$ cat config.mk
export PLATFORM = sky130hd
export DESIGN_NAME = aat_pipe_ctl
export DESIGN_NICKNAME = d
export VERILOG_FILES = /design/src/rtl/aat_pkg.sv /design/src/rtl/aat_pipe_ctl.sv
export SDC_FILE = /design/constraint.sdc
export NUM_CORES = 1
export LEC_CHECK = 0
export BUFFER_PORTS_ARGS = -buffer_cell sky130_fd_sc_hd__buf_2
export CELL_PAD_IN_SITES_DETAIL_PLACEMENT = 0
export CELL_PAD_IN_SITES_GLOBAL_PLACEMENT = 1
export CORE_AREA = 2 2 39 41
export DETAILED_ROUTE_END_ITERATION = 7
export DIE_AREA = 0 0 41 43
export PLACE_DENSITY = 0.42
export SYNTH_ARGS = -nofsm -noshare
export SYNTH_HDL_FRONTEND = slang
export SYNTH_SLANG_ARGS = --single-unit
export TNS_END_PERCENT = 1
$ cat constraint.sdc
create_clock -name i_clk -period 1 [get_ports i_clk]
set_clock_uncertainty 0.1 [all_clocks]
set_input_delay 0.05 -clock i_clk [delete_from_list [all_inputs] [get_ports i_clk]]
set_output_delay 0.05 -clock i_clk [all_outputs]
set_load 0.03 [all_outputs]
$ cat src/rtl/aat_pkg.sv
// aat_pkg: shared types and constants for the box affine transform
// no dependencies; imported by every module of the block
package aat_pkg;

    localparam int COEF_W                   = 16;
    localparam int ROW_W                    = 3 * COEF_W;
    localparam int CFG_DATA_W               = 48;
    localparam int CFG_IDX_W                = 3;
    localparam int NUM_AXES                 = 3;
    localparam int NUM_STAGES               = 4;
    localparam int DEF_COORD_WIDTH          = 32;
    localparam int DEF_COEF_FRACTION_BITS   = 12;

    localparam logic [ROW_W-1:0] ROW_X_RESET = 48'h0000_0000_1000;
    localparam logic [ROW_W-1:0] ROW_Y_RESET = 48'h0000_1000_0000;
    localparam logic [ROW_W-1:0] ROW_Z_RESET = 48'h1000_0000_0000;

    typedef enum logic [CFG_IDX_W-1:0] {
        CFG_ROW_X   = 3'd0,
        CFG_ROW_Y   = 3'd1,
        CFG_ROW_Z   = 3'd2,
        CFG_SHIFT_X = 3'd3,
        CFG_SHIFT_Y = 3'd4,
        CFG_SHIFT_Z = 3'd5
    } t_cfg_idx;

    typedef struct packed {
        logic [NUM_STAGES-1:0] load;
    } t_stage_ctl;

endpackage

$ cat src/rtl/aat_pipe_ctl.sv
// aat_pipe_ctl: stage valid bits and per-stage load enables with stall handling
// depends on aat_pkg
module aat_pipe_ctl (
    input  logic                i_clk,
    input  logic                i_rst_n,
    input  logic                i_in_valid,
    output logic                o_in_ready,
    output logic                o_out_valid,
    input  logic                i_out_ready,
    output aat_pkg::t_stage_ctl o_ctl
);
    import aat_pkg::*;

    logic [NUM_STAGES-1:0] r_valid;
    logic [NUM_STAGES-1:0] w_adv;
    logic [NUM_STAGES-1:0] w_src;

    // a stage moves when it is empty or the one after it moves
    always_comb begin
        w_adv[NUM_STAGES-1] = !r_valid[NUM_STAGES-1] || i_out_ready;
        for (int k = NUM_STAGES - 2; k >= 0; k--) begin
            w_adv[k] = !r_valid[k] || w_adv[k+1];
        end
        w_src[0] = i_in_valid;
        for (int k = 1; k < NUM_STAGES; k++) begin
            w_src[k] = r_valid[k-1];
        end
    end

    always_ff @(posedge i_clk) begin
        if (!i_rst_n) begin
            r_valid <= '0;
        end else begin
            for (int k = 0; k < NUM_STAGES; k++) begin
                if (w_adv[k]) begin
                    r_valid[k] <= w_src[k];
                end
            end
        end
    end

    assign o_ctl.load  = w_adv & w_src;
    assign o_in_ready  = w_adv[0];
    assign o_out_valid = r_valid[NUM_STAGES-1];

endmodule
# --- Yosys cells after proc, flatten, opt, wreduce, memory -nomap -nowiden ---
# Index checks and enable logic that the tools add are counted.
op_classes:
  n_shift: 0
  bitwise: 1
  multipliers: 0
  reduce_logical: 8
  n_eq_ne: 0
  magnitude_cmp: 0
  addsub: 0
  div_mod_pow: 0
  n_mux: 0
ops:
  columns: ["cell", "count"]
  rows:
  - ["$and A4 B4 Y4", 1]
  - ["$logic_not A1 Y1", 4]
  - ["$logic_or A1 B1 Y1", 4]
word_totals:
  out_inout_bits: 6
  latch_bits: 0
  n_memories: 0
  ramBits: 0
  register_bits: 4
  elab_cells: 13
  input_bits: 4
  romBits: 0

# --- Depth between registers and ports, before layout ---
logic_depth:
  depth_word: 6
  mapped_depth: 2
  mapped_depth_nobuf: 2

# --- Least setup slack after synthesis ---
# OpenSTA, ideal clock, no wires.
synth_timing:
  kind: "register to output"
  from: "register r_valid[3]"
  to: "output port o_ctl[0] in the netlist's numbering"
  n_path_buf: 0
  path_slack_ns: -0.544
  arrival_ns: 1.394
  path_stages_with_launch: 3
  t_required_ns: 0.850
  cell_sequence: "dfxtp_1 > and4b_4 > a21boi_0"
synth_rtl:
  columns: ["item", "line", "rtl"]
  rows:
  - ["start, declared", "aat_pipe_ctl.sv:14", "logic [NUM_STAGES-1:0] r_valid;"]
  - ["start signal, assigned by index", "aat_pipe_ctl.sv:36", "r_valid[k] <= w_src[k];"]
  - ["end, declared", "aat_pipe_ctl.sv:10", "output aat_pkg::t_stage_ctl o_ctl"]

# --- Final worst setup path ---
layout_timing:
  from: "register r_valid[3]"
  to: "output port o_in_ready"
layout_via:
  elab_chain_cells: 5
layout_rtl:
  columns: ["item", "line", "rtl"]
  rows:
  - ["$logic_not A1 Y1", "aat_pipe_ctl.sv:20", "w_adv[NUM_STAGES-1] = !r_valid[NUM_STAGES-1] || i_out_ready;"]
  - ["$logic_or A1 B1 Y1", "aat_pipe_ctl.sv:20", null]
  - ["$logic_or A1 B1 Y1 (3 in series)", "aat_pipe_ctl.sv:22", "w_adv[k] = !r_valid[k] || w_adv[k+1];"]
  - ["end, declared", "aat_pipe_ctl.sv:7", "output logic o_in_ready,"]
# No other way between the ends.

==> reports/qor.yml <==
place_inst: 43
r2r-end: "r_valid[0]"
finalCriticalPeriod_ps: 1250
min-delay-start: "i_rst_n"
regToRegSetupSlack_ps: 50
rows: 14
drt-total-wl_um: 444
place_congestion: 0.574
yosysWarnings: 0
synth_cells: 17
start_kind: "register"
grt_pass1_wl_um: 717
reg2reg_depth: 2
tightest_slew_ps: 236
crit_start: "r_valid[3]"
relSlewSlack_pct: 84.2
utilization_pct: 25.0
first_iter_violations: 0
die_y_um: 43
syn_area_um2: 176
rsz0062_at_grt: "true"
synth_seq_cells: 4
grt_pass1_vias: 182
grt-ovfl-total: 0
worstSetupEndpoint: "o_in_ready"
wire_per_inst_um: 9.25
grt_max_degree: 6
path_cells: "and4b_4, nand2_2, buf_6"
drv_cap: 0
p_sw_share_pct: 23.0
die_w_um: 41
slew_violations: 0
cellLeakagePower_nw: 0.158
final_nets: 38
setup_slack_ps: -246
largest_reg_flops: 4
worstPathArrival_ps: 1100
antenna_found_initial: 0
vias: 180
critPathKind: "register to primary output"
clk_latency_ps: 230
syn_area_per_cell_um2: 10.4
synth_nets: 21
antenna_left: 0
grt_use_total_pct: 6.42
core_area_um2: 1380
p_clk_share_pct: 45.2
htree_levels: 1
hold_viol: 0
die-area_um2: 1760
drive_above_1_share_pct: 65.6
power_density_nw_per_um2: 1270
num_io_pins: 10
pwr-share-seq_pct: 39.3
cts_buffers: 3
dp_slack_ps: -58.2
switching_power_mw: 0.101
worstSetupEndpointType: "primary output"
status: "finished with violations"
timing.rr.start: "r_valid[3]"
period_share_pct: 125
top_regs: "r_valid: 4 flops"
setup_viol: 5
cts_tree: "built"
viasPerCell: 3.75
cp_slowest_cell: "dfxtp_2"
cts_root_buffer: "clkbuf_4"
violations: "setup timing"
diodes: 0
n_fill_cell: 153
detail_route.first_pass.iterations: 1
combPwrFrac_pct: 15.5
path_max_fanout: 5
area_delta_synth_final_pct: 95.7
ys_seq_area_share_pct: 45.4
clock-sinks: 4
final_cells: 48
drc: 0
hpwlAfterDp_um: 345
fmax_mhz: 803
hp-class: "primary input to register"
p_int_mw: 0.339
cts.clk_slew.worst_paths_ps: 40
io_buffers: 9
top_register: "r_valid"
peakVddDrop_v: 0.000442
start_util_pct: 12.7
yosys.cell_types.count: 9
slowest_delay_ps: 330
crit_required_ps: 850
cts_buffer_depth: 2
## per-stage QoR
| step | hold WS, ps | area [µm²] | setup TNS [ps] | total power [mW] |
|---|---|---|---|---|
| 2_1_floorplan | 67.5 | 204 | -97.1 | 0.209 |
| 3_3_place_gp | 186 | 277 | -133 | 0.229 |
| 3_5_place_dp | 195 | 277 | -140 | 0.230 |
| 4_1_cts | 58.2 | 345 | -1100 | 0.458 |
| 5_1_grt | 54.0 | 345 | -1260 | 0.475 |
| 6_report | 65.8 | 345 | -993 | 0.440 |
## worst max-delay path, delay by kind of cell (launching register included)
family	cells	cell delay, ps
buf+inv	1	140
flops	1	330
simple gates	2	390
## placed cells by master, fill, tap and decap left out, drive strengths merged
cell type,instances
dlygate4sd3,2
clkbuf,3
a22o,1
buf,10
and4b,1
dfxtp,4
nor2b,4
and3b,1
nand2,1
a21boi,1
and2,1
o21a,3
## cells in the mapped netlist, drive strengths merged
cell type | instances | share of area [%]
nand2 | 1 | 2.1
nor2b | 4 | 14
a22o | 1 | 5.0
o21a | 3 | 13
a21boi | 1 | 4.3
dfxtp | 4 | 45
and4b | 1 | 7.8
and2 | 1 | 3.5
and3b | 1 | 5.0
## how the worst min path moves through the flow
stage / endpoint / cells past startpoint
5_1_grt: r_valid[0] / 3
3_5_place_dp: r_valid[0] / 2
2_1_floorplan: r_valid[2] / 1
4_1_cts: r_valid[0] / 3
3_3_place_gp: r_valid[0] / 2
6_report: r_valid[0] / 3
## power groups by stage
stage	clock network, mW	logic, mW	registers, mW
after detailed placement	0	0.0545	0.175
final	0.199	0.0681	0.173
after global routing	0.228	0.0723	0.174
after global placement	0	0.0542	0.175
after CTS	0.216	0.0691	0.173
after floorplan	0	0.0328	0.176
## metal layers
layer	vias to the layer above	GRT usage, %	share of wire (%)
li1	95	-	-
met1	75	7.37	44
met2	10	7.81	44
met3	0	3.66	12
met4	0	6.00	0
met5	-	0	0
## cell type report
| class | instances | area, µm² | share of cell area [%] |
|---|---|---|---|
| multi-input cells | 13 | 123 | 35.5 |
| repair buffers | 12 | 97.6 | 28.3 |
| flip-flops and latches | 4 | 82.6 | 23.9 |
| clock buffers | 3 | 22.5 | 6.52 |
| well taps | 16 | 20.0 | 5.80 |
## repair_timing
action | in CTS | in global routing
resized for setup | 9 | 0
hold buffers | 2 | 0
hold endpoints to repair | 4 | 0
pin swaps | 2 | 0
setup endpoints to repair | 5 | 5
setup buffers | 0 | 0
## kinds of logic after synthesis
group	Yosys count	share of synthesized area, %
AO/OA/AOI/OAI	5	22.0
AND/OR/NAND/NOR	8	32.6
flip-flops	4	45.4
No activity file was read; power rests on OpenSTA's default activity.
