===== config.mk =====
export PLATFORM = sky130hd
export DESIGN_NAME = aat_cfg_regs
export DESIGN_NICKNAME = d
export VERILOG_FILES = /design/src/rtl/aat_pkg.sv /design/src/rtl/aat_cfg_regs.sv
export SDC_FILE = /design/constraint.sdc
export NUM_CORES = 1
export LEC_CHECK = 0
export BUFFER_PORTS_ARGS = -buffer_cell sky130_fd_sc_hd__clkbuf_2
export CAP_MARGIN = 20
export CORE_ASPECT_RATIO = 0.6
export CORE_MARGIN = 2
export CORE_UTILIZATION = 52
export CTS_BUF_LIST = sky130_fd_sc_hd__clkbuf_4
export CTS_CLUSTER_DIAMETER = 80
export DETAILED_ROUTE_END_ITERATION = 10
export PLACE_DENSITY = 0.91
export SYNTH_ARGS = -nofsm -noshare
export SYNTH_HDL_FRONTEND = slang
export SYNTH_SLANG_ARGS = --single-unit

===== constraint.sdc =====
create_clock -name i_clk -period 1.67 [get_ports i_clk]
set_input_delay 0.167 -clock i_clk [delete_from_list [all_inputs] [get_ports i_clk]]
set_output_delay 0.167 -clock i_clk [all_outputs]
set_load 0.01 [all_outputs]

===== src/rtl/aat_pkg.sv =====
// aat_pkg: shared types and constants for the box affine transform
// no dependencies; imported by every module of the block
package aat_pkg;

    localparam int COEF_W                   = 16;
    localparam int ROW_W                    = 3 * COEF_W;
    localparam int CFG_DATA_W               = 48;
    localparam int CFG_IDX_W                = 3;
    localparam int NUM_AXES                 = 3;
    localparam int NUM_STAGES               = 4;
    localparam int DEF_COORD_WIDTH          = 32;
    localparam int DEF_COEF_FRACTION_BITS   = 12;

    localparam logic [ROW_W-1:0] ROW_X_RESET = 48'h0000_0000_1000;
    localparam logic [ROW_W-1:0] ROW_Y_RESET = 48'h0000_1000_0000;
    localparam logic [ROW_W-1:0] ROW_Z_RESET = 48'h1000_0000_0000;

    typedef enum logic [CFG_IDX_W-1:0] {
        CFG_ROW_X   = 3'd0,
        CFG_ROW_Y   = 3'd1,
        CFG_ROW_Z   = 3'd2,
        CFG_SHIFT_X = 3'd3,
        CFG_SHIFT_Y = 3'd4,
        CFG_SHIFT_Z = 3'd5
    } t_cfg_idx;

    typedef struct packed {
        logic [NUM_STAGES-1:0] load;
    } t_stage_ctl;

endpackage


===== src/rtl/aat_cfg_regs.sv =====
// aat_cfg_regs: transform coefficient rows and translation registers
// depends on aat_pkg
module aat_cfg_regs #(
    parameter int COORD_WIDTH = aat_pkg::DEF_COORD_WIDTH
) (
    input  logic                                i_clk,
    input  logic                                i_rst_n,
    input  logic                                i_cfg_wen,
    input  logic [aat_pkg::CFG_IDX_W-1:0]       i_cfg_idx,
    input  logic [aat_pkg::CFG_DATA_W-1:0]      i_cfg_wdata,
    output logic [aat_pkg::ROW_W-1:0]           o_row   [aat_pkg::NUM_AXES],
    output logic signed [COORD_WIDTH-1:0]       o_shift [aat_pkg::NUM_AXES]
);
    import aat_pkg::*;

    logic [ROW_W-1:0]              r_row   [NUM_AXES];
    logic signed [COORD_WIDTH-1:0] r_shift [NUM_AXES];

    always_ff @(posedge i_clk) begin
        if (!i_rst_n) begin
            r_row[0]   <= ROW_X_RESET;
            r_row[1]   <= ROW_Y_RESET;
            r_row[2]   <= ROW_Z_RESET;
            r_shift[0] <= '0;
            r_shift[1] <= '0;
            r_shift[2] <= '0;
        end else if (i_cfg_wen) begin
            case (i_cfg_idx)
                CFG_ROW_X:   r_row[0]   <= i_cfg_wdata[ROW_W-1:0];
                CFG_ROW_Y:   r_row[1]   <= i_cfg_wdata[ROW_W-1:0];
                CFG_ROW_Z:   r_row[2]   <= i_cfg_wdata[ROW_W-1:0];
                CFG_SHIFT_X: r_shift[0] <= i_cfg_wdata[COORD_WIDTH-1:0];
                CFG_SHIFT_Y: r_shift[1] <= i_cfg_wdata[COORD_WIDTH-1:0];
                CFG_SHIFT_Z: r_shift[2] <= i_cfg_wdata[COORD_WIDTH-1:0];
                default: ;
            endcase
        end
    end

    assign o_row   = r_row;
    assign o_shift = r_shift;

endmodule


# After elaboration in Yosys (flattened, before gate mapping)

Index checks and enable logic that the tools add are counted.

Word-level logic and storage cells: 18
Output and inout bits: 240
Input bits: 54
Register bits after elaboration: 240

Reduce and logical (&&, ||, !) cells: 7
Eq/ne operators: 5

Operators with widths:

| kind                                           | count |
|---|---|
| AND reduction 2 bit                            | 6 |
| == test 3 x 2 -> 1 bit (second input constant) | 2 |
| == test 3 bit (second input constant)          | 2 |
| == test 3 x 1 -> 1 bit (second input constant) | 1 |
| logical NOT 3 bit                              | 1 |

# Longest topological paths before layout

Depth after elaboration: 2
Gate-level depth with buffers: 6
Depth with buffers taken out: 2

# Worst setup path after synthesis

OpenSTA, ideal clock, no wires.

Kind: input to register
Start: input port i_cfg_idx[0] (netlist name)
End: register r_row (netlist bit o_row[112])
Arrival: 1.190 ns
Setup time: 0.072 ns
Slack: 0.408 ns
Required time: 1.598 ns
Buffers on the path: 3
Cell stages on the path: 5
Cell sequence: buf_2 nor4b_2 buf_4 buf_6 mux2i_1

Cells in the longest elaborated chain, start to end: 2

Ends and longest elaborated chain:

| element                       | RTL line           | text |
|---|---|---|
| start: declaration            | aat_cfg_regs.sv:9  | `input logic [aat_pkg::CFG_IDX_W-1:0] i_cfg_idx,` |
| logical NOT 3 bit             | aat_cfg_regs.sv:28 | `case (i_cfg_idx)` |
| AND reduction 2 bit (no line) | -                  |  |
| end: declaration              | aat_cfg_regs.sv:16 | `logic [ROW_W-1:0] r_row [NUM_AXES];` |

No other way between the ends.
A chain may end at the register's enable or synchronous reset.

==> out/qor.yml <==
outcome:
  status: "completed"
drt:
  drt-total-wl_mm: 25.5
  first_iter_violations: 406
  vias: 7439
  routed_via_density: 5.08
  wl_per_cell_um: 17.4
  ant_nets: 0
  firstDrtPassIters: 4
  drc: 0
floorplan:
  dieArea_sq_um: 17800
  start_util_pct: 53.4
  num_rows: 36
  io_pins: 294
  core_sq_um: 16300
  die_w_um: 171
  die_h_um: 104
worst_setup_path:
  slowest_delay_ns: 0.54
  r2r-start: "o_shift[83]$_SDFFE_PN0P_"
  cp_max_fo: 40
  r2r_setup_slack_ns: 0.98
  startpoint_type: "input pin"
  slowest_stage: "dlygate4sd3_1"
  crit_end: "o_row[83]$_SDFFE_PN0P_"
  reg2regPathDepth: 2
  end_kind: "flop"
  cp.required_ns: 2.18
  crit_chain: "dlygate4sd3_1, clkbuf_8, buf_4, nand2_1, mux2i_1"
  startpoint: "i_rst_n"
  arrival_ns: 1.83
  reg2reg_to: "o_shift[83]$_SDFFE_PN0P_"
  criticalPathCategory: "input pin to flop"
synthesis:
  syn-num-nets: 892
  syn_inst: 838
  synth_top_area_share_pct: 55.4
  synth.avg_cell_area_sq_um: 10.4
  synth_top_family_by_area: "multiplexers"
  synth_area_leaders: "dfxtp_1, mux2i_1, nand2_1, clkbuf_1, buf_2"
  ys_types: 13
  ys_seq_area_share_pct: 55.4
  synth_commonest_cells: "nand2_1, dfxtp_1, mux2i_1"
  synth_xor_xnor_area_share_pct: 0
  synth-edff-count: 0
  dominantRegCellSynth: "dfxtp_1"
  synth_seq_cells: 240
  synth_top_area_cell: "dfxtp_1"
  synth_mux_area_share_pct: 27.7
  synth_most_common_cell: "nand2_1"
  synth_warnings: 0
  synth-simple-area-share_pct: 13.6
  synth_compound_area_share_pct: 0
  syn_area_sq_um: 8680
  ys_async_sr_fraction_pct: 0
  synth_fa_ha_area_share_pct: 0
place:
  place_congestion: 0.880
  dpl.hpwl_mm: 16.5
  io_buffers: 293
  pre_cts_ws_ns: 0.197
timing:
  finalCritPeriodShare_pct: 79.1
  fin_crit_ns: 1.32
  fmax_mhz: 757
  clock_skew_ns: 0
  slew_violations: 0
  rsz0062_at_grt: "no"
  max-slew-margin-rel_pct: 73.3
  setup_viol: 0
  finalSetupTns_ns: 0
  setup_slack_ns: 0.349
  finalHoldViolCount: 0
  worst_pin_slew_ns: 0.401
cts:
  cts_sinks: 240
  cts_resized: 0
  clk_latency_ns: 0.60
  clkTransAtPathRegs_ns: 0.08
  cts_tree: "done"
  cts_buffers: 53
  htree_levels: 2
  root_buffer: "clkbuf_4"
  cts_max_path_buffers: 3
layout:
  syn2layout_area_growth_pct: 33.6
  multi_input_area_sq_um: 3660
  drive_gt1_share_pct: 32.3
  finalNetCount: 1250
  fill_cells: 1119
  antenna_cells: 0
  post-route-util_pct: 71.3
  seqCellArea_sq_um: 4800
min_path:
  hold_path_class: "input pin to flop"
power_and_ir_drop:
  powerDensity_nw_per_um2: 956
  vdd_drop_max_mv: 0.696
  design_power_total_mw: 11.1
  p_leak_nw: 6.16
global_route:
  track_usage_pct: 28.2
  grt_remaining_overflow: 0
  first_global_vias: 7762
  grt_start_max_net_pins: 51
  antenna_found_initial: 0
  grt_pass1_wl_mm: 40.0
flow_run:
  drv_cap: 0
[placed cells by master (no fill, tap or decap)]
cell,instances
dfxtp_1,240
nor2b_1,6
dlygate4sd3_1,48
buf_4,15
nand4b_1,2
clkbuf_4,71
inv_2,1
clkinv_2,7
nand2_1,285
buf_12,7
clkinv_1,17
nand4bb_4,3
mux2i_1,240
nor4b_4,1
nor4bb_4,1
clkbuf_2,292
clkbuf_8,1
[sequential cells by signal (all words and copies together), names as in the netlist]
register / flops
o_row: 144
o_shift: 96
[repair_timing]
action,4_1_cts,5_1_grt
setup buffers,0,0
hold buffers,48,0
hold endpoints to repair,215,0
[layout make-up]
type,count,share of cell area (%)
Clock inverter,25,0.885
Clock buffer,71,4.60
Tap cell,228,2.46
Timing Repair Buffer,363,19.1
Multi-Input combinational cell,538,31.6
Sequential cell,240,41.4
[how the worst min path moves through the flow]
stage | cells past startpoint | slack (ns) | end | startpoint
final | 3 | 0.06 | o_shift[30]$_SDFFE_PN0P_ | i_cfg_wdata[30]
after global routing | 3 | 0.02 | o_row[78]$_SDFFE_PN0P_ | i_cfg_wdata[30]
after CTS | 3 | 0.01 | o_shift[94]$_SDFFE_PN0P_ | i_cfg_wdata[30]
after detailed placement | 2 | 0.45 | o_row[102]$_SDFFE_PN0P_ | o_row[102]$_SDFFE_PN0P_
after global placement | 3 | 0.44 | o_row[44]$_SDFFE_PN1P_ | i_cfg_wdata[44]
after floorplan | 2 | 0.33 | o_row[44]$_SDFFE_PN1P_ | i_cfg_wdata[44]
[worst max-delay path, delay by kind of cell]
kind	cells	cell delay (ns)
buffers and inverters	3	1.27
multiplexers	1	0.19
AND/OR/NAND/NOR	1	0.16
[logic make-up (layout without fill, tap and decap cells)]
kind of cell,Yosys count,count (layout)
buffers and inverters,60,459
flip-flops,240,240
multiplexers,240,240
AND/OR/NAND/NOR,298,298
[where the power goes]
part / internal, mW / switching [mW] / total [mW]
Combinational: 0.388 / 0.532 / 0.920
Sequential: 5.85 / 0.0713 / 5.92
Clock: 2.00 / 2.24 / 4.24
Total: 8.24 / 2.84 / 11.1
[metrics by stage]
step | hold WS, ns | instances | area (sq um)
after floorplan | 0.327 | 838 | 8680
after CTS | 0.0115 | 1465 | 11600
final | 0.0574 | 1465 | 11600
after detailed placement | 0.447 | 1321 | 10500
after global placement | 0.438 | 1321 | 10500
after global routing | 0.0200 | 1465 | 11600
[per-layer routing]
metal | share of wire, % | wire length (um) | up-vias | GRT usage (%)
met2 | 48 | 12200 | 307 | 48.0
met5 | 0 | 0 | - | 0
li1 | - | - | 3525 | -
met1 | 41 | 10600 | 3555 | 33.2
met3 | 8.0 | 2030 | 52 | 8.68
met4 | 2.5 | 649 | 0 | 10.9
(Power assumes the default switching activity.)
